`src/rtl/core/lcr_pkg.sv`:
```
// ============================================================================
// Load cell reader package
// Shared constants, codes and the job record passed from front to back end.
// ============================================================================
`default_nettype none

package lcr_pkg;

	localparam int RAW_BITS_DEF     = 24;
	localparam int EXTRA_PULSES_DEF = 1;
	localparam int RAW_MAX_W        = 32;
	localparam int OUT_W            = 24;
	localparam int GAP_W            = 16;
	localparam int EXT_W            = RAW_MAX_W + 1;
	localparam logic [GAP_W-1:0] GAP_RESET = 16'd213;

	typedef enum logic [1:0] {
		CMD_NONE  = 2'd0,
		CMD_TARE  = 2'd1,
		CMD_WEIGH = 2'd2
	} cmd_t;

	typedef enum logic [1:0] {
		PH_IDLE,
		PH_WAIT,
		PH_HIGH,
		PH_LOW
	} phase_t;

	typedef enum logic [1:0] {
		BK_RUN,
		BK_DIV,
		BK_DONE
	} back_state_t;

	// One job per accepted tick.
	typedef struct packed {
		logic                 clock_pin;
		logic                 busy;
		logic                 tare_done;
		logic                 div_req;
		logic [OUT_W-1:0]     raw;
		logic [RAW_MAX_W-1:0] diff;
	} job_t;

endpackage

`default_nettype wire

```
`src/rtl/core/lcr_front.sv`:
```
// ============================================================================
// Load cell reader front end
// Runs the two-wire converter sequence one tick per beat and emits a job.
// ============================================================================
`default_nettype none

module lcr_front #(
	parameter int RAW_BITS     = lcr_pkg::RAW_BITS_DEF,
	parameter int EXTRA_PULSES = lcr_pkg::EXTRA_PULSES_DEF
) (
	input  wire logic        clk,
	input  wire logic        arst_n,
	input  wire logic        tick_valid,
	output logic             tick_ready,
	input  wire logic [1:0]  command,
	input  wire logic        data_pin,
	input  wire logic        queue_full,
	output logic             push,
	output lcr_pkg::job_t    job
);

	localparam int TOTAL = RAW_BITS + EXTRA_PULSES;
	localparam int CNT_W = $clog2(TOTAL + 1);
	localparam logic [RAW_BITS-1:0] TOP_BIT = {1'b1, {(RAW_BITS-1){1'b0}}};

	lcr_pkg::phase_t phase_q, phase_d;
	logic [CNT_W-1:0]    cnt_q, cnt_d;
	logic [RAW_BITS-1:0] shift_q, shift_d;
	logic                tare_cmd_q, tare_cmd_d;
	logic [RAW_BITS-1:0] tare_q, tare_d;
	logic [RAW_BITS-1:0] last_raw_q, last_raw_d;
	logic [RAW_BITS-1:0] diff;
	logic [lcr_pkg::RAW_MAX_W-1:0] raw_ext;
	logic                clk_level;
	logic                tared;
	logic                div_req;
	lcr_pkg::cmd_t       cmd;

	assign cmd        = lcr_pkg::cmd_t'(command);
	assign tick_ready = !queue_full;
	assign push       = tick_valid && tick_ready;

	always_comb begin
		phase_d    = phase_q;
		cnt_d      = cnt_q;
		shift_d    = shift_q;
		tare_cmd_d = tare_cmd_q;
		tare_d     = tare_q;
		last_raw_d = last_raw_q;
		clk_level  = 1'b0;
		tared      = 1'b0;
		div_req    = 1'b0;
		unique case (phase_q)
			lcr_pkg::PH_IDLE: begin
				if (cmd == lcr_pkg::CMD_TARE || cmd == lcr_pkg::CMD_WEIGH) begin
					tare_cmd_d = (cmd == lcr_pkg::CMD_TARE);
					phase_d    = lcr_pkg::PH_WAIT;
				end
			end
			lcr_pkg::PH_WAIT: begin
				// A low data pin means a conversion is ready to be shifted out.
				if (!data_pin) begin
					cnt_d   = '0;
					shift_d = '0;
					phase_d = lcr_pkg::PH_HIGH;
				end
			end
			lcr_pkg::PH_HIGH: begin
				clk_level = 1'b1;
				phase_d   = lcr_pkg::PH_LOW;
			end
			lcr_pkg::PH_LOW: begin
				if (cnt_q < CNT_W'(RAW_BITS)) begin
					shift_d = {shift_q[RAW_BITS-2:0], data_pin};
				end
				cnt_d = cnt_q + 1'b1;
				if (cnt_d >= CNT_W'(TOTAL)) begin
					last_raw_d = shift_d ^ TOP_BIT;
					if (tare_cmd_q) begin
						tare_d = last_raw_d;
						tared  = 1'b1;
					end else if (last_raw_d > tare_q) begin
						div_req = 1'b1;
					end
					cnt_d   = '0;
					phase_d = lcr_pkg::PH_IDLE;
				end else begin
					phase_d = lcr_pkg::PH_HIGH;
				end
			end
			default: begin
				phase_d = lcr_pkg::PH_IDLE;
			end
		endcase
	end

	assign diff    = last_raw_d - tare_q;
	assign raw_ext = lcr_pkg::RAW_MAX_W'(last_raw_d);

	always_comb begin
		job.clock_pin = clk_level;
		job.busy      = (phase_d != lcr_pkg::PH_IDLE);
		job.tare_done = tared;
		job.div_req   = div_req;
		job.raw       = raw_ext[lcr_pkg::OUT_W-1:0];
		job.diff      = lcr_pkg::RAW_MAX_W'(diff);
	end

	always_ff @(posedge clk or negedge arst_n) begin
		if (!arst_n) begin
			phase_q    <= lcr_pkg::PH_IDLE;
			cnt_q      <= '0;
			shift_q    <= '0;
			tare_cmd_q <= 1'b0;
			tare_q     <= '0;
			last_raw_q <= '0;
		end else if (push) begin
			phase_q    <= phase_d;
			cnt_q      <= cnt_d;
			shift_q    <= shift_d;
			tare_cmd_q <= tare_cmd_d;
			tare_q     <= tare_d;
			last_raw_q <= last_raw_d;
		end
	end

endmodule

`default_nettype wire

```
`src/rtl/core/lcr_fifo.sv`:
```
// ============================================================================
// Load cell reader job queue
// Two-entry queue that decouples the tick sequencer from the divider.
// ============================================================================
`default_nettype none

module lcr_fifo (
	input  wire logic          clk,
	input  wire logic          arst_n,
	input  wire logic          push,
	input  wire lcr_pkg::job_t push_job,
	input  wire logic          pop,
	output logic               full,
	output logic               empty,
	output lcr_pkg::job_t      head
);

	lcr_pkg::job_t entry_q [2];
	logic       wr_ptr_q;
	logic       rd_ptr_q;
	logic [1:0] count_q;

	assign full  = (count_q == 2'd2);
	assign empty = (count_q == 2'd0);
	assign head  = entry_q[rd_ptr_q];

	always_ff @(posedge clk) begin
		if (push) begin
			entry_q[wr_ptr_q] <= push_job;
		end
	end

	always_ff @(posedge clk or negedge arst_n) begin
		if (!arst_n) begin
			wr_ptr_q <= 1'b0;
			rd_ptr_q <= 1'b0;
			count_q  <= '0;
		end else begin
			if (push) begin
				wr_ptr_q <= !wr_ptr_q;
			end
			if (pop) begin
				rd_ptr_q <= !rd_ptr_q;
			end
			if (push && !pop) begin
				count_q <= count_q + 1'b1;
			end else if (pop && !push) begin
				count_q <= count_q - 1'b1;
			end
		end
	end

endmodule

`default_nettype wire

```
`src/rtl/core/lcr_back.sv`:
```
// ============================================================================
// Load cell reader back end
// Holds the calibration divisor, divides one quotient bit per cycle and
// drives the result register.
// ============================================================================
`default_nettype none

module lcr_back #(
	parameter int RAW_BITS = lcr_pkg::RAW_BITS_DEF
) (
	input  wire logic                      clk,
	input  wire logic                      arst_n,
	input  wire logic                      cfg_valid,
	output logic                           cfg_ready,
	input  wire logic [lcr_pkg::GAP_W-1:0] cfg_data,
	input  wire logic                      queue_empty,
	input  wire lcr_pkg::job_t             head,
	output logic                           pop,
	output logic                           out_valid,
	input  wire logic                      out_ready,
	output logic [55:0]                    out_data
);

	localparam int QW     = RAW_BITS + 1;
	localparam int DCNT_W = $clog2(QW + 1);
	localparam int GW     = lcr_pkg::GAP_W;
	localparam int OW     = lcr_pkg::OUT_W;

	lcr_pkg::back_state_t state_q, state_d;
	logic [GW-1:0]     gap_q;
	logic [QW-1:0]     dvd_q;
	logic [GW-1:0]     rem_q;
	logic [DCNT_W-1:0] dcnt_q;
	logic              hold_clk_q;
	logic              hold_busy_q;
	logic [OW-1:0]     hold_raw_q;
	logic [OW-1:0]     weight_q;
	logic              ov_q;
	logic              o_clk_q;
	logic              o_busy_q;
	logic [OW-1:0]     o_raw_q;
	logic              o_upd_q;
	logic              o_tare_q;

	logic              out_free;
	logic              load_plain;
	logic              load_div;
	logic              div_last;
	logic              finish;
	logic [GW:0]       rem_sh;
	logic              ge;
	logic [GW:0]       rem_sub;
	logic [lcr_pkg::EXT_W-1:0] q_ext;
	logic              q_over;
	logic [OW-1:0]     quotient;

	assign cfg_ready = 1'b1;
	assign out_free  = !ov_q || out_ready;

	// Restoring divide step: bring down one dividend bit, subtract if it fits.
	assign rem_sh  = {rem_q, dvd_q[QW-1]};
	assign ge      = (rem_sh >= {1'b0, gap_q});
	assign rem_sub = rem_sh - {1'b0, gap_q};
	assign div_last = (dcnt_q == DCNT_W'(QW - 1));

	assign q_ext    = lcr_pkg::EXT_W'(dvd_q);
	assign q_over   = |q_ext[lcr_pkg::EXT_W-1:OW] || (gap_q == '0);
	assign quotient = q_over ? {OW{1'b1}} : q_ext[OW-1:0];

	always_comb begin
		state_d    = state_q;
		pop        = 1'b0;
		load_plain = 1'b0;
		load_div   = 1'b0;
		finish     = 1'b0;
		unique case (state_q)
			lcr_pkg::BK_RUN: begin
				if (!queue_empty) begin
					if (head.div_req) begin
						pop      = 1'b1;
						load_div = 1'b1;
						state_d  = lcr_pkg::BK_DIV;
					end else if (out_free) begin
						pop        = 1'b1;
						load_plain = 1'b1;
					end
				end
			end
			lcr_pkg::BK_DIV: begin
				if (div_last) begin
					state_d = lcr_pkg::BK_DONE;
				end
			end
			lcr_pkg::BK_DONE: begin
				if (out_free) begin
					finish  = 1'b1;
					state_d = lcr_pkg::BK_RUN;
				end
			end
			default: begin
				state_d = lcr_pkg::BK_RUN;
			end
		endcase
	end

	always_ff @(posedge clk or negedge arst_n) begin
		if (!arst_n) begin
			state_q  <= lcr_pkg::BK_RUN;
			gap_q    <= lcr_pkg::GAP_RESET;
			weight_q <= '0;
			ov_q     <= 1'b0;
			dcnt_q   <= '0;
		end else begin
			state_q <= state_d;
			if (cfg_valid && cfg_ready) begin
				gap_q <= cfg_data;
			end
			if (load_div) begin
				dcnt_q <= '0;
			end else if (state_q == lcr_pkg::BK_DIV) begin
				dcnt_q <= dcnt_q + 1'b1;
			end
			if (finish) begin
				weight_q <= quotient;
			end
			if (load_plain || finish) begin
				ov_q <= 1'b1;
			end else if (out_ready) begin
				ov_q <= 1'b0;
			end
		end
	end

	always_ff @(posedge clk) begin
		if (load_div) begin
			dvd_q       <= {head.diff[RAW_BITS-1:0], 1'b0};
			rem_q       <= '0;
			hold_clk_q  <= head.clock_pin;
			hold_busy_q <= head.busy;
			hold_raw_q  <= head.raw;
		end else if (state_q == lcr_pkg::BK_DIV) begin
			dvd_q <= {dvd_q[QW-2:0], ge};
			rem_q <= ge ? rem_sub[GW-1:0] : rem_sh[GW-1:0];
		end
		if (load_plain) begin
			o_clk_q  <= head.clock_pin;
			o_busy_q <= head.busy;
			o_raw_q  <= head.raw;
			o_upd_q  <= 1'b0;
			o_tare_q <= head.tare_done;
		end else if (finish) begin
			o_clk_q  <= hold_clk_q;
			o_busy_q <= hold_busy_q;
			o_raw_q  <= hold_raw_q;
			o_upd_q  <= 1'b1;
			o_tare_q <= 1'b0;
		end
	end

	// The plain path shows the held weight; the divide path shows the new one.
	logic [OW-1:0] o_weight;
	assign o_weight  = o_upd_q ? weight_q : weight_q;
	assign out_valid = ov_q;
	assign out_data  = {4'b0, o_tare_q, o_upd_q, o_weight, o_raw_q, o_busy_q, o_clk_q};

endmodule

`default_nettype wire

```
`src/rtl/core/load_cell_adc_reader_with_tare.sv`:
```
// ============================================================================
// Load cell converter reader with tare
// Two-wire serial converter reader: one input beat per half-bit tick,
// tare capture and calibrated weight by an iterative divider.
// ============================================================================
//  channel | dir | handshake          | payload
//  s_      | in  | s_tvalid/s_tready  | s_tuser command, s_tdata data_pin
//  m_      | out | m_tvalid/m_tready  | m_tdata one result per tick
//  cfg_    | in  | cfg_valid/cfg_ready| cfg_data gap_halves (reset 213)
//
// Each tick beat is sequenced in the cycle it is accepted; its job is written to
// the queue and then to the result register, which offers the result beat. The
// tick that ends a weigh above tare runs the restoring divider, one quotient
// bit per cycle, before its result is written to the result register.
// Reset is asynchronous and clears all control state; no clearing pass.
// The two-entry queue takes two more ticks while the divider runs or the result
// register stalls, and then s_tready stays low until an entry drains.
// ============================================================================
`default_nettype none

module load_cell_adc_reader_with_tare #(
	parameter int RAW_BITS     = lcr_pkg::RAW_BITS_DEF,
	parameter int EXTRA_PULSES = lcr_pkg::EXTRA_PULSES_DEF
) (
	input  wire logic        clk,
	input  wire logic        arst_n,
	input  wire logic        s_tvalid,
	output logic             s_tready,
	input  wire logic [7:0]  s_tdata,   // [0] data_pin, [7:1] zero
	input  wire logic [1:0]  s_tuser,   // [1:0] command
	output logic             m_tvalid,
	input  wire logic        m_tready,
	output logic [55:0]      m_tdata,   // [0] clock_pin, [1] busy_res, [25:2] raw_value,
	                                    // [49:26] weight, [50] weight_updated,
	                                    // [51] tare_done, [55:52] zero
	input  wire logic        cfg_valid,
	output logic             cfg_ready,
	input  wire logic [15:0] cfg_data
);

	logic          push;
	logic          pop;
	logic          full;
	logic          empty;
	lcr_pkg::job_t push_job;
	lcr_pkg::job_t head;

	lcr_front #(
		.RAW_BITS     (RAW_BITS),
		.EXTRA_PULSES (EXTRA_PULSES)
	) u_front (
		.clk        (clk),
		.arst_n     (arst_n),
		.tick_valid (s_tvalid),
		.tick_ready (s_tready),
		.command    (s_tuser),
		.data_pin   (s_tdata[0]),
		.queue_full (full),
		.push       (push),
		.job        (push_job)
	);

	lcr_fifo u_fifo (
		.clk      (clk),
		.arst_n   (arst_n),
		.push     (push),
		.push_job (push_job),
		.pop      (pop),
		.full     (full),
		.empty    (empty),
		.head     (head)
	);

	lcr_back #(
		.RAW_BITS (RAW_BITS)
	) u_back (
		.clk         (clk),
		.arst_n      (arst_n),
		.cfg_valid   (cfg_valid),
		.cfg_ready   (cfg_ready),
		.cfg_data    (cfg_data),
		.queue_empty (empty),
		.head        (head),
		.pop         (pop),
		.out_valid   (m_tvalid),
		.out_ready   (m_tready),
		.out_data    (m_tdata)
	);

endmodule

`default_nettype wire
```
`config.mk`:
```
export PLATFORM = sky130hd
export DESIGN_NAME = load_cell_adc_reader_with_tare
export DESIGN_NICKNAME = d
export VERILOG_FILES = /design/src/rtl/core/lcr_pkg.sv /design/src/rtl/core/lcr_front.sv /design/src/rtl/core/lcr_fifo.sv /design/src/rtl/core/lcr_back.sv /design/src/rtl/core/load_cell_adc_reader_with_tare.sv
export SDC_FILE = /design/constraint.sdc
export NUM_CORES = 1
export LEC_CHECK = 0
export BUFFER_PORTS_ARGS = -buffer_cell sky130_fd_sc_hd__buf_2
export CORE_ASPECT_RATIO = 1.5
export CORE_UTILIZATION = 55
export CTS_CLUSTER_SIZE = 24
export DETAILED_ROUTE_END_ITERATION = 10
export PLACE_DENSITY = 0.73
export SETUP_SLACK_MARGIN = 0.5
export SLEW_MARGIN = 30
export SYNTH_ARGS = -nofsm -noshare
export SYNTH_HDL_FRONTEND = slang
export SYNTH_HIERARCHICAL = 1
export SYNTH_SLANG_ARGS = --single-unit
```
`constraint.sdc`:
```
create_clock -name clk -period 12.2 [get_ports clk]
set_input_delay 2.44 -clock clk [delete_from_list [all_inputs] [get_ports clk]]
set_output_delay 2.44 -clock clk [all_outputs]
set_load 0.02 [all_outputs]
```
Word level (Yosys, flattened, before mapping). Memories as Yosys holds them, arrays and structs flattened. Cells that the tools add are included.

Eq/ne operators: 14. Magnitude comparators: 4. Multipliers: 0. Reduce and logical (&&, ||, !) cells: 27. $add $sub $neg: 6. Bitwise logic cells: 1. Muxes and demuxes: 57. Div/mod/pow operators: 0. Shift-type cells: 0.

Operators by type and width (number): $mux W24 (8); $mux W25 (2); $pmux W24 S2 (1); $mux W1 (29); $gt A24 B24 Y1 (1); $sub A24 B24 Y24 (1); $mux W5 (4); $mux W2 (9); $ge A17 B16 Y1 (1); $logic_not A16 Y1 (1); $mux W16 (1); $sub A16 B16 Y16 (1); $reduce_bool A2 Y1 (6); $add A5 B1 Y5 const B (2); $eq A2 B2 Y1 const B (5); $pmux W5 S2 (1); $pmux W2 S4 (1); $reduce_and A4 Y1 (2); $eq A2 B1 Y1 const B (3); $logic_not A1 Y1 (6); $logic_not A2 Y1 (3); $ne A2 B2 Y1 const B (3); $pmux W2 S3 (1); $reduce_and A3 Y1 (2); other kinds (9) (15).

Output and inout port bits: 59. Latch bits: 0. Memories kept: 1. Bits in registers: 227. Word-level logic and storage cells: 135. Memory bits (read-only): 0. RAM bits: 104.

Memories: u_fifo.entry_q (depth 2, width 52, rd ports 1, clocked after Yosys merged registers in 0, write ports 1, RTL line lcr_fifo.sv:18) `lcr_pkg::job_t entry_q [2];`.

Logic depth before layout (Yosys ltp). Gate-level depths: netlist of run 1.

Depth in word-level cells: 9. Mapped depth: 18. Gate-level depth less buffers: 17.

Cells and area by module. Netlist of run 1, hierarchy kept.

By module, submodules not included: lcr_back (seq. area each 3880.0 um^2, area an instance 6393.6 um^2, instances 1, cells an instance 506); lcr_front (seq. area each 2001.9 um^2, area an instance 5452.7 um^2, instances 1, cells an instance 621); lcr_fifo (seq. area each 3703.6 um^2, area an instance 4818.4 um^2, instances 1, cells an instance 203).

Worst setup path before layout of run 1. No wires, ideal clock.

Path type: input to register. Start: input port s_tvalid. End: memory u_fifo/entry_q[0][0] (netlist bit), enable pin. Data arrival time: 6083 ps. Stages: 5. Library setup time: 485 ps. Buffers on the path: 2. Slack: 5632 ps. Required time: 11715 ps. Cells stage by stage: nand2_1 inv_1 clkbuf_1 buf_1 nor2b_1.

Longest elaborated chain between the ends: 3.

RTL lines: start, declared (RTL line load_cell_adc_reader_with_tare.sv:27) `input wire logic s_tvalid,`; $logic_and A1 B1 Y1 (RTL line lcr_front.sv:41) `assign push = tick_valid && tick_ready;`; net push (RTL line load_cell_adc_reader_with_tare.sv:41) `logic push;`; $mux W1 (RTL line lcr_fifo.sv:28) `if (push) begin`; $mux W1 (implied by the code) (RTL line lcr_fifo.sv:29) `entry_q[wr_ptr_q] <= push_job;`; end, declared (RTL line lcr_fifo.sv:18).

The timed path passes the listed nets, and every way through them passes these cells.

==> impl_metrics.json, run 1 <==
{
  "syn_area_mm2": 0.01600,
  "vias": 9903,
  "antenna_found_initial": 0,
  "p_comb_share_pct": 32.8,
  "core_area_mm2": 0.02862,
  "cts.sinks": 331,
  "boundaryPins": 90,
  "layout_min_cycle_time_ns": 5.298,
  "fin_crit_sh_pct": 43.42,
  "postCtsSetupBuffers": 0,
  "status": "finished, final reports clean",
  "arrival_ns": 5.60,
  "ys_warn_count": 6,
  "cp_max_fo": 4,
  "crit_required_ns": 12.50,
  "r2r_cells": 18,
  "tightest_slew_ns": 0.9702,
  "num_antenna_cells": 0,
  "overflow": 0,
  "port_buffers": 77,
  "gp_congestion": 0.9409,
  "drv_cap": 0,
  "rows": 76,
  "final_antenna_net_count": 0,
  "hold_viol": 0,
  "hold_start": "u_back/rem_q[2]",
  "critPathKind": "in -> reg",
  "p_int_uw": 2581,
  "drtIter0Drc": 471,
  "wl_per_cell_um": 18.23,
  "rsz0062_at_grt": "no",
  "hpwl_um": 23320,
  "wl_um": 32260,
  "worstSkewPairLatency_ns": 0.56,
  "min_path_type": "reg -> reg",
  "fmax_mhz": 188.8,
  "fp.dieW_um": 141.3,
  "drive_above_1_share_pct": 18.62,
  "hold_path_depth": 2,
  "syn_to_final_growth_pct": 9.916,
  "power_switching_uw": 1253,
  "grt_pass1_wl_um": 52030,
  "r2r_setup_slack_ns": 7.36,
  "die_area_mm2": 0.02979,
  "clk_pin_slew_ns": 0.06,
  "fin_worst_skew_ns": 0.01117,
  "swShare_pct": 32.67,
  "cts_buffers": 30,
  "num-fill-cells": 2247,
  "seq_power_share_pct": 43.4,
  "grtUsageTotal_pct": 22.28,
  "postPlaceCellArea_mm2": 0.01663,
  "die_y_um": 210.9,
  "grt_pass1_vias": 10210,
  "syn_avg_cell_area_um2": 12.34,
  "cts_root_buf": "clkbuf_16",
  "grt_max_degree": 82,
  "r2r_start": "u_front/cnt_q[0]",
  "power.leakage_uw": 0.007949,
  "cts_resized": 0,
  "r2r-end": "u_fifo/entry_q[1][16]",
  "final_cell_mix": "edfxtp_1, dfrtp_1, a21oi_1",
  "drv_slew": 0,
  "clockPowerShare_pct": 23.8,
  "powerDensity_mw_per_mm2": 218.0,
  "ir_worst_vdd_v": 0.0001085,
  "setup_viol": 0,
  "cts_max_level": 1,
  "post_drt_via_cell_ratio": 5.595,
  "synthCells": 1297,
  "final_area_mm2": 0.01759,
  "remaining_drc_errors": 0,
  "hold_end": "u_back/rem_q[2]",
  "fin_tns_setup_ns": 0,
  "start_util_pct": 55.90,
  "end_kind": "flop",
  "cts_tree": "yes",
  "final_common_cell": "edfxtp_1",
  "nNetsFinal": 1458,
  "drt_first_pass_iters": 5,
  "start_kind": "input port",
  "cts_hold_buf": 0,
  "cts_max_path_buffers": 3,
  "slew_headroom_pct": 35.32
}
-- metal layers --
layer | global-route usage, % | vias up | routed length (µm)
li1 | - | 4807 | -
met3 | 2.788 | 60 | 1029
met5 | 0 | - | 0
met1 | 24.62 | 4843 | 12690
met2 | 42.56 | 193 | 17450
met4 | 9.183 | 0 | 1090
-- area by class of cell --
type                    count  area [µm²]  share of cell area [%]
flip-flops and latches    331        9106                   51.78
multi-input cells         819        6206                   35.29
clock buffers              45       848.3                   4.824
repair buffers             91       520.5                   2.960
well taps                 390       488.0                   2.775
inverters                  83       311.5                   1.771
clock inverters            11       106.4                  0.6047
-- worst max-delay path, cell delays in order --
cell and delay, ns:
buf_2 0.12, mux2i_1 0.29, nand2_1 0.09, o21ai_1 0.20, ha_1 0.24, inv_1 0.06, fa_1 0.41, a21o_1 0.20
a221oi_2 0.38, o21ai_1 0.16, or3_1 0.35, a31oi_1 0.33, o21ai_1 0.15, xor2_1 0.17
-- sequential cells by signal, summed over array words and instances (netlist names), 2 cells and up --
| register | flops |
|---|---|
| u_back/dcnt_q | 5 |
| u_back/state_q | 2 |
| u_front/tare_q | 24 |
| u_back/rem_q | 16 |
| u_back/gap_q | 16 |
| u_front/shift_q | 24 |
| u_front/cnt_q | 5 |
| u_front/phase_q | 2 |
| u_back/dvd_q | 25 |
| u_fifo/entry_q | 104 |
| u_back/o_weight | 24 |
| u_front/last_raw_q | 24 |
| u_back/o_raw_q | 24 |
| u_fifo/count_q | 2 |
| u_back/hold_raw_q | 24 |
-- stage by stage --
step | hold WS, ns | total power (µW) | setup slack, ns | util [%] | std cells
floorplan | 0.4416 | 2645 | 5.997 | - | 1300
global placement | 0.4627 | 2897 | 6.373 | 57.98 | 1713
detailed placement | 0.4670 | 2947 | 6.363 | 58.09 | 1714
CTS | 0.4791 | 3875 | 6.938 | 61.43 | 1770
global route | 0.4901 | 4052 | 6.727 | 61.44 | 1770
finish | 0.4782 | 3834 | 6.902 | 61.44 | 1770
-- power by group through the flow --
stage | Combinational [µW] | Sequential (µW) | Clock [µW]
after floorplan | 973 | 1670 | 0
after global placement | 1220 | 1670 | 0
after detailed placement | 1260 | 1680 | 0
after CTS | 1270 | 1660 | 941
after global routing | 1390 | 1680 | 981
final | 1260 | 1660 | 914
-- how the worst max path moves through the flow --
| stage | start | endpoint | depth (start not counted) |
|---|---|---|---|
| after floorplan | s_tvalid | u_fifo/entry_q[0][0] | 5 |
| after global placement | s_tdata[0] | u_fifo/entry_q[0][16] | 14 |
| after detailed placement | s_tdata[0] | u_fifo/entry_q[0][16] | 14 |
| after CTS | s_tdata[0] | u_fifo/entry_q[1][16] | 14 |
| after global routing | s_tdata[0] | u_fifo/entry_q[1][16] | 14 |
| final | s_tdata[0] | u_fifo/entry_q[1][16] | 14 |
Power figures use the tool's default switching activity.
==> run 2: changes to the inputs <==
--- a/config.mk
+++ b/config.mk
@@ -10,7 +10,7 @@
 export CORE_UTILIZATION = 55
 export CTS_CLUSTER_SIZE = 24
 export DETAILED_ROUTE_END_ITERATION = 10
-export PLACE_DENSITY = 0.73
+export PLACE_DENSITY = 0.76
 export SETUP_SLACK_MARGIN = 0.5
 export SLEW_MARGIN = 30
 export SYNTH_ARGS = -nofsm -noshare
==> constraint.sdc (replaced) <==
create_clock -name clk -period 4.55 [get_ports clk]
set_input_delay 0.91 -clock clk [delete_from_list [all_inputs] [get_ports clk]]
set_output_delay 0.91 -clock clk [all_outputs]
set_load 0.02 [all_outputs]
==> impl_metrics.json, run 2 (synthesis results as in run 1) <==
{
  "status": "finished, final reports clean",
  "fin_worst_skew_ns": 0.01612,
  "gp_congestion": 0.9449,
  "worst_path_max_delay_cell": "dfrtp_2",
  "worst-path-buf-inv": 2,
  "fmax_mhz": 250.8,
  "drv_cap": 0,
  "wl_um": 33790,
  "cp_cell_sequence": "ha_4 -> nand2b_4 -> o211ai_1 -> a31oi_2 -> nor3_4 -> nand2_1 -> o21ai_2 -> ha_2 -> inv_2 -> fa_2 -> a21o_1 -> a221oi_2 -> buf_4 -> o21ai_4 -> or3_4 -> a31oi_4 -> o21ai_2 -> xor2_1",
  "arrival_ns": 4.29,
  "cts_buffers": 30,
  "drt_first_pass_iters": 4,
  "grt_pass1_vias": 10400,
  "cts_tree": "yes",
  "vias": 10230,
  "largest_registers": "u_fifo/entry_q (104), u_back/dvd_q (25)",
  "nNetsFinal": 1495,
  "dp_cells": 1733,
  "end_kind": "flop",
  "antenna_found_initial": 0,
  "multi_input_area_mm2": 0.006410,
  "fin_tns_setup_ns": 0,
  "hpwl_um": 23730,
  "final_common_cell": "edfxtp_1",
  "die_area_mm2": 0.02979,
  "die_y_um": 210.9,
  "grtUsageTotal_pct": 23.00,
  "cts_max_path_buffers": 3,
  "final_area_mm2": 0.01817,
  "largest-register": "u_fifo/entry_q",
  "core_area_mm2": 0.02862,
  "powerDensity_mw_per_mm2": 579.1,
  "register_area_mm2": 0.009109,
  "rsz0062_at_grt": "no",
  "setup_viol": 0,
  "cts_root_buf": "clkbuf_16",
  "drive_above_1_share_pct": 24.14,
  "layout_min_cycle_time_ns": 3.987,
  "cts_hold_buf": 0,
  "postPlaceCellArea_mm2": 0.01678,
  "drtIter0Drc": 485,
  "crit_top_cell": "o21ai_2",
  "num-fill-cells": 2116,
  "largest_reg_flops": 104,
  "remaining_drc_errors": 0,
  "grt_max_degree": 54,
  "syn_to_final_growth_pct": 13.55,
  "clk_pin_slew_ns": 0.07,
  "final_antenna_net_count": 0,
  "rows": 76,
  "cp_slowest_stage_delay_ns": 0.44,
  "start_kind": "flop",
  "fp.dieW_um": 141.3,
  "critPathKind": "reg -> reg",
  "final_cells": 1807,
  "fin_crit_sh_pct": 87.63,
  "power.leakage_uw": 0.008158,
  "slew_headroom_pct": 43.45,
  "fin_util_pct": 63.48,
  "overflow": 0,
  "post_drt_via_cell_ratio": 5.660,
  "grt_pass1_wl_um": 53420,
  "cp_max_fo": 4,
  "cts.sinks": 331,
  "ir_worst_vdd_v": 0.0003184,
  "num_antenna_cells": 0,
  "final_cell_mix": "edfxtp_1, dfrtp_1, nand2_1",
  "wl_per_cell_um": 18.70,
  "cts_max_level": 1,
  "boundaryPins": 90,
  "critPathTopFamily": "compound AO/OA/AOI/OAI gates",
  "start_util_pct": 55.90,
  "crit_required_ns": 4.85,
  "port_buffers": 77,
  "drv_slew": 0,
  "tightest_slew_ns": 0.8464,
  "worstSkewPairLatency_ns": 0.57,
  "min_path_type": "in -> async",
  "hold_viol": 0
}
[run 2: cell count changes in the layout (fill, tap and decap cells not counted), sizes merged]
cell	change
buf	+37
clkbuf	-8
bufinv	+2
clkinv	+2
clkinvlp	+2
inv	+2
[run 2: layout make-up]
type	count	area share (%)
Tap cell	390	2.686
Sequential cell	331	50.13
Inverter	83	1.715
Multi-Input combinational cell	819	35.28
Clock inverter	19	1.205
Clock buffer	37	4.449
Timing Repair Buffer	128	4.531
[run 2: path summary, 6_finish.rpt]
| check | from | endpoint | slack, ns | cells past startpoint |
|---|---|---|---|---|
| max in group asynchronous | arst_n | u_front/cnt_q[0] | 3.26 | 2 |
| setup reg to reg | u_front/cnt_q[0] | u_fifo/entry_q[1][16] | 0.56 | 18 |
| min in group clk | u_back/rem_q[2] | u_back/rem_q[2] | 0.48 | 2 |
| hold reg to reg | u_back/rem_q[2] | u_back/rem_q[2] | 0.48 | 2 |
| setup / recovery | u_front/cnt_q[0] | u_fifo/entry_q[1][16] | 0.56 | 18 |
| hold / removal | arst_n | u_back/o_weight[15] | 0.29 | 1 |
[run 2: timing repair]
action                                  CTS  global route
setup buffers                             2            16
pin swaps                                 1            12
resized for setup                        10            42
endpoints found under the setup margin   26            24
[run 2: per-layer routing]
metal | vias to the layer above | share of wire, % | track usage, %
met1 | 5043 | 38 | 25.62
li1 | 4861 | - | -
met4 | 0 | 4.4 | 10.72
met3 | 85 | 3.4 | 2.516
met2 | 239 | 54 | 43.43
met5 | - | 0 | 0
[run 2: stage by stage]
step | setup WS (ns) | hold slack (ns) | total power, µW
floorplan | 0.5420 | 0.4416 | 7090
global placement | 0.2500 | 0.4484 | 7802
detailed placement | 0.1559 | 0.4717 | 7916
CTS | 0.4968 | 0.2891 | 10550
global route | 0.4227 | 0.3176 | 11090
finish | 0.5629 | 0.2890 | 10520
[run 2: power breakdown]
part | leakage, µW | internal, µW | switching [µW]
Clock | 0.000488 | 1500 | 1100
Combinational | 0.00427 | 1500 | 1970
Sequential | 0.00340 | 4070 | 371
[run 2: worst register-to-register path, stage by stage, from the launching register on]
cell,delay (ns)
dfrtp_2,0.44
ha_4,0.19
nand2b_4,0.13
o211ai_1,0.10
a31oi_2,0.18
nor3_4,0.37
nand2_1,0.11
o21ai_2,0.09
ha_2,0.23
inv_2,0.04
fa_2,0.34
a21o_1,0.22
a221oi_2,0.23
buf_4,0.19
o21ai_4,0.06
or3_4,0.34
a31oi_4,0.23
o21ai_2,0.09
xor2_1,0.15
==> run 3: changes to the inputs <==
--- a/config.mk
+++ b/config.mk
@@ -7,10 +7,11 @@
 export LEC_CHECK = 0
 export BUFFER_PORTS_ARGS = -buffer_cell sky130_fd_sc_hd__buf_2
 export CORE_ASPECT_RATIO = 1.5
+export CORE_MARGIN = 2
 export CORE_UTILIZATION = 55
 export CTS_CLUSTER_SIZE = 24
 export DETAILED_ROUTE_END_ITERATION = 10
-export PLACE_DENSITY = 0.76
+export PLACE_DENSITY_LB_ADDON = 0.05
 export SETUP_SLACK_MARGIN = 0.5
 export SLEW_MARGIN = 30
 export SYNTH_ARGS = -nofsm -noshare
==> impl_metrics.json, run 3 (synthesis results as in run 1) <==
{
  "drv_cap": 0,
  "layout_min_cycle_time_ns": 4.003,
  "grt_max_degree": 73,
  "cts_max_path_buffers": 3,
  "cp_max_fo": 36,
  "fin_util_pct": 63.24,
  "worst_path_max_delay_cell": "dfrtp_1",
  "remaining_drc_errors": 0,
  "grt_pass1_wl_um": 51340,
  "rsz0062_at_grt": "yes",
  "wl_um": 32300,
  "final_common_cell": "edfxtp_1",
  "largest_registers": "u_fifo/entry_q (104), u_back/dvd_q (25)",
  "cts_buffers": 34,
  "crit_top_cell": "buf_4",
  "cts_root_buf": "clkbuf_16",
  "overflow": 0,
  "arrival_ns": 4.28,
  "critPathKind": "reg -> reg",
  "status": "finished, final reports clean",
  "final_antenna_net_count": 0,
  "vias": 10040,
  "nNetsFinal": 1497,
  "rows": 76,
  "powerDensity_mw_per_mm2": 575.3,
  "start_util_pct": 55.72,
  "fp.dieW_um": 143.3,
  "drv_slew": 0,
  "gp_congestion": 0.8508,
  "critPathTopFamily": "simple AND/OR/NAND/NOR gates",
  "end_kind": "flop",
  "ir_worst_vdd_v": 0.0003666,
  "core_area_mm2": 0.02872,
  "slew_headroom_pct": 43.68,
  "hold_viol": 0,
  "largest-register": "u_fifo/entry_q",
  "drive_above_1_share_pct": 23.65,
  "boundaryPins": 90,
  "antenna_found_initial": 0,
  "clk_pin_slew_ns": 0.06,
  "cts_hold_buf": 0,
  "start_kind": "flop",
  "drt_first_pass_iters": 7,
  "post_drt_via_cell_ratio": 5.544,
  "cp_cell_sequence": "buf_4 -> inv_2 -> ha_4 -> nor4_4 -> nor3_4 -> buf_6 -> buf_16 -> a21oi_1 -> ha_1 -> and3_1 -> a221oi_2 -> buf_4 -> o21ai_1 -> or3_4 -> a31oi_4 -> o21ai_2 -> xor2_1",
  "power.leakage_uw": 0.008189,
  "grt_pass1_vias": 10080,
  "cts_tree": "yes",
  "largest_reg_flops": 104,
  "syn_to_final_growth_pct": 13.51,
  "worstSkewPairLatency_ns": 0.53,
  "final_cell_mix": "edfxtp_1, dfrtp_1, nand2_1",
  "die_area_mm2": 0.03050,
  "fin_crit_sh_pct": 87.99,
  "cts_max_level": 2,
  "fmax_mhz": 249.8,
  "min_path_type": "in -> async",
  "grtUsageTotal_pct": 21.41,
  "tightest_slew_ns": 0.8396,
  "wl_per_cell_um": 17.84,
  "drtIter0Drc": 466,
  "crit_required_ns": 4.82,
  "cts.sinks": 331,
  "port_buffers": 77,
  "worst-path-buf-inv": 5,
  "die_y_um": 212.9,
  "setup_viol": 0,
  "fin_tns_setup_ns": 0,
  "setup_slack_ns": 0.5467,
  "hpwl_um": 22480,
  "fin_worst_skew_ns": 0.01641,
  "cp_slowest_stage_delay_ns": 0.41,
  "num_antenna_cells": 0,
  "pre_cts_slack_ns": 0.07613
}
## run 3: cell count changes in the layout (fill, tap and decap cells not counted), sizes merged
| cell | delta |
|---|---|
| buf | -2 |
| bufinv | -3 |
| clkbuf | +15 |
| clkinv | -1 |
| clkinvlp | -4 |
| inv | -1 |
## run 3: what timing repair did
action	in CTS	in global routing
pin swaps	2	18
buffers inserted	4	9
setup endpoints to repair	26	22
gates resized for setup	15	34
## run 3: worst paths after layout
kind	from	slack, ns	end	cells past startpoint
max in group asynchronous	arst_n	3.18	u_front/tare_q[20]	2
min in group clk	u_back/o_upd_q	0.46	u_back/o_upd_q	2
worst max register to register	u_front/cnt_q[0]	0.55	u_fifo/entry_q[1][16]	17
worst max-delay path	u_front/cnt_q[0]	0.55	u_fifo/entry_q[1][16]	17
worst min-delay path	arst_n	0.41	u_back/o_weight[17]	1
worst min register to register	u_back/o_upd_q	0.46	u_back/o_upd_q	2
## run 3: per-stage QoR
step	total power, µW	hold WS [ns]	cells	area [µm²]
floorplan	7090	0.4416	1300	16030
global placement	7748	0.4510	1736	16790
detailed placement	7829	0.4545	1736	16790
CTS	10530	0.4286	1802	17940
global route	11080	0.4635	1811	18160
finish	10450	0.4113	1811	18160
## run 3: area by class of cell
class	count	area, µm²
timing repair buffer	126	783.3
clock inverter	10	91.34
clock buffer	52	948.4
fill	2340	10560
multi-input combinational	819	6431
inverter	83	311.5
tap	390	488.0
sequential	331	9107
## run 3: worst register-to-register path, stage by stage (launching register included)
cell and delay [ns]:
dfrtp_1 0.41, buf_4 0.17, inv_2 0.10, ha_4 0.22, nor4_4 0.36, nor3_4 0.10, buf_6 0.16, buf_16 0.18
a21oi_1 0.24, ha_1 0.30, and3_1 0.20, a221oi_2 0.23, buf_4 0.18, o21ai_1 0.08, or3_4 0.36, a31oi_4 0.23
o21ai_2 0.08, xor2_1 0.16
## run 3: where the power goes
part | internal, µW | switching, µW | total (µW)
Sequential | 4080 | 401 | 4480
Combinational | 1470 | 1870 | 3350
Clock | 1510 | 1120 | 2620
Total | 7060 | 3390 | 10400
## run 3: metal layers
metal | GRT usage (%) | vias to the layer above | part of all wire [%]
li1 | - | 4889 | -
met1 | 27.14 | 4935 | 43
met2 | 37.70 | 160 | 51
met3 | 3.297 | 56 | 3.2
met4 | 6.795 | 0 | 2.5
met5 | 0 | - | 0
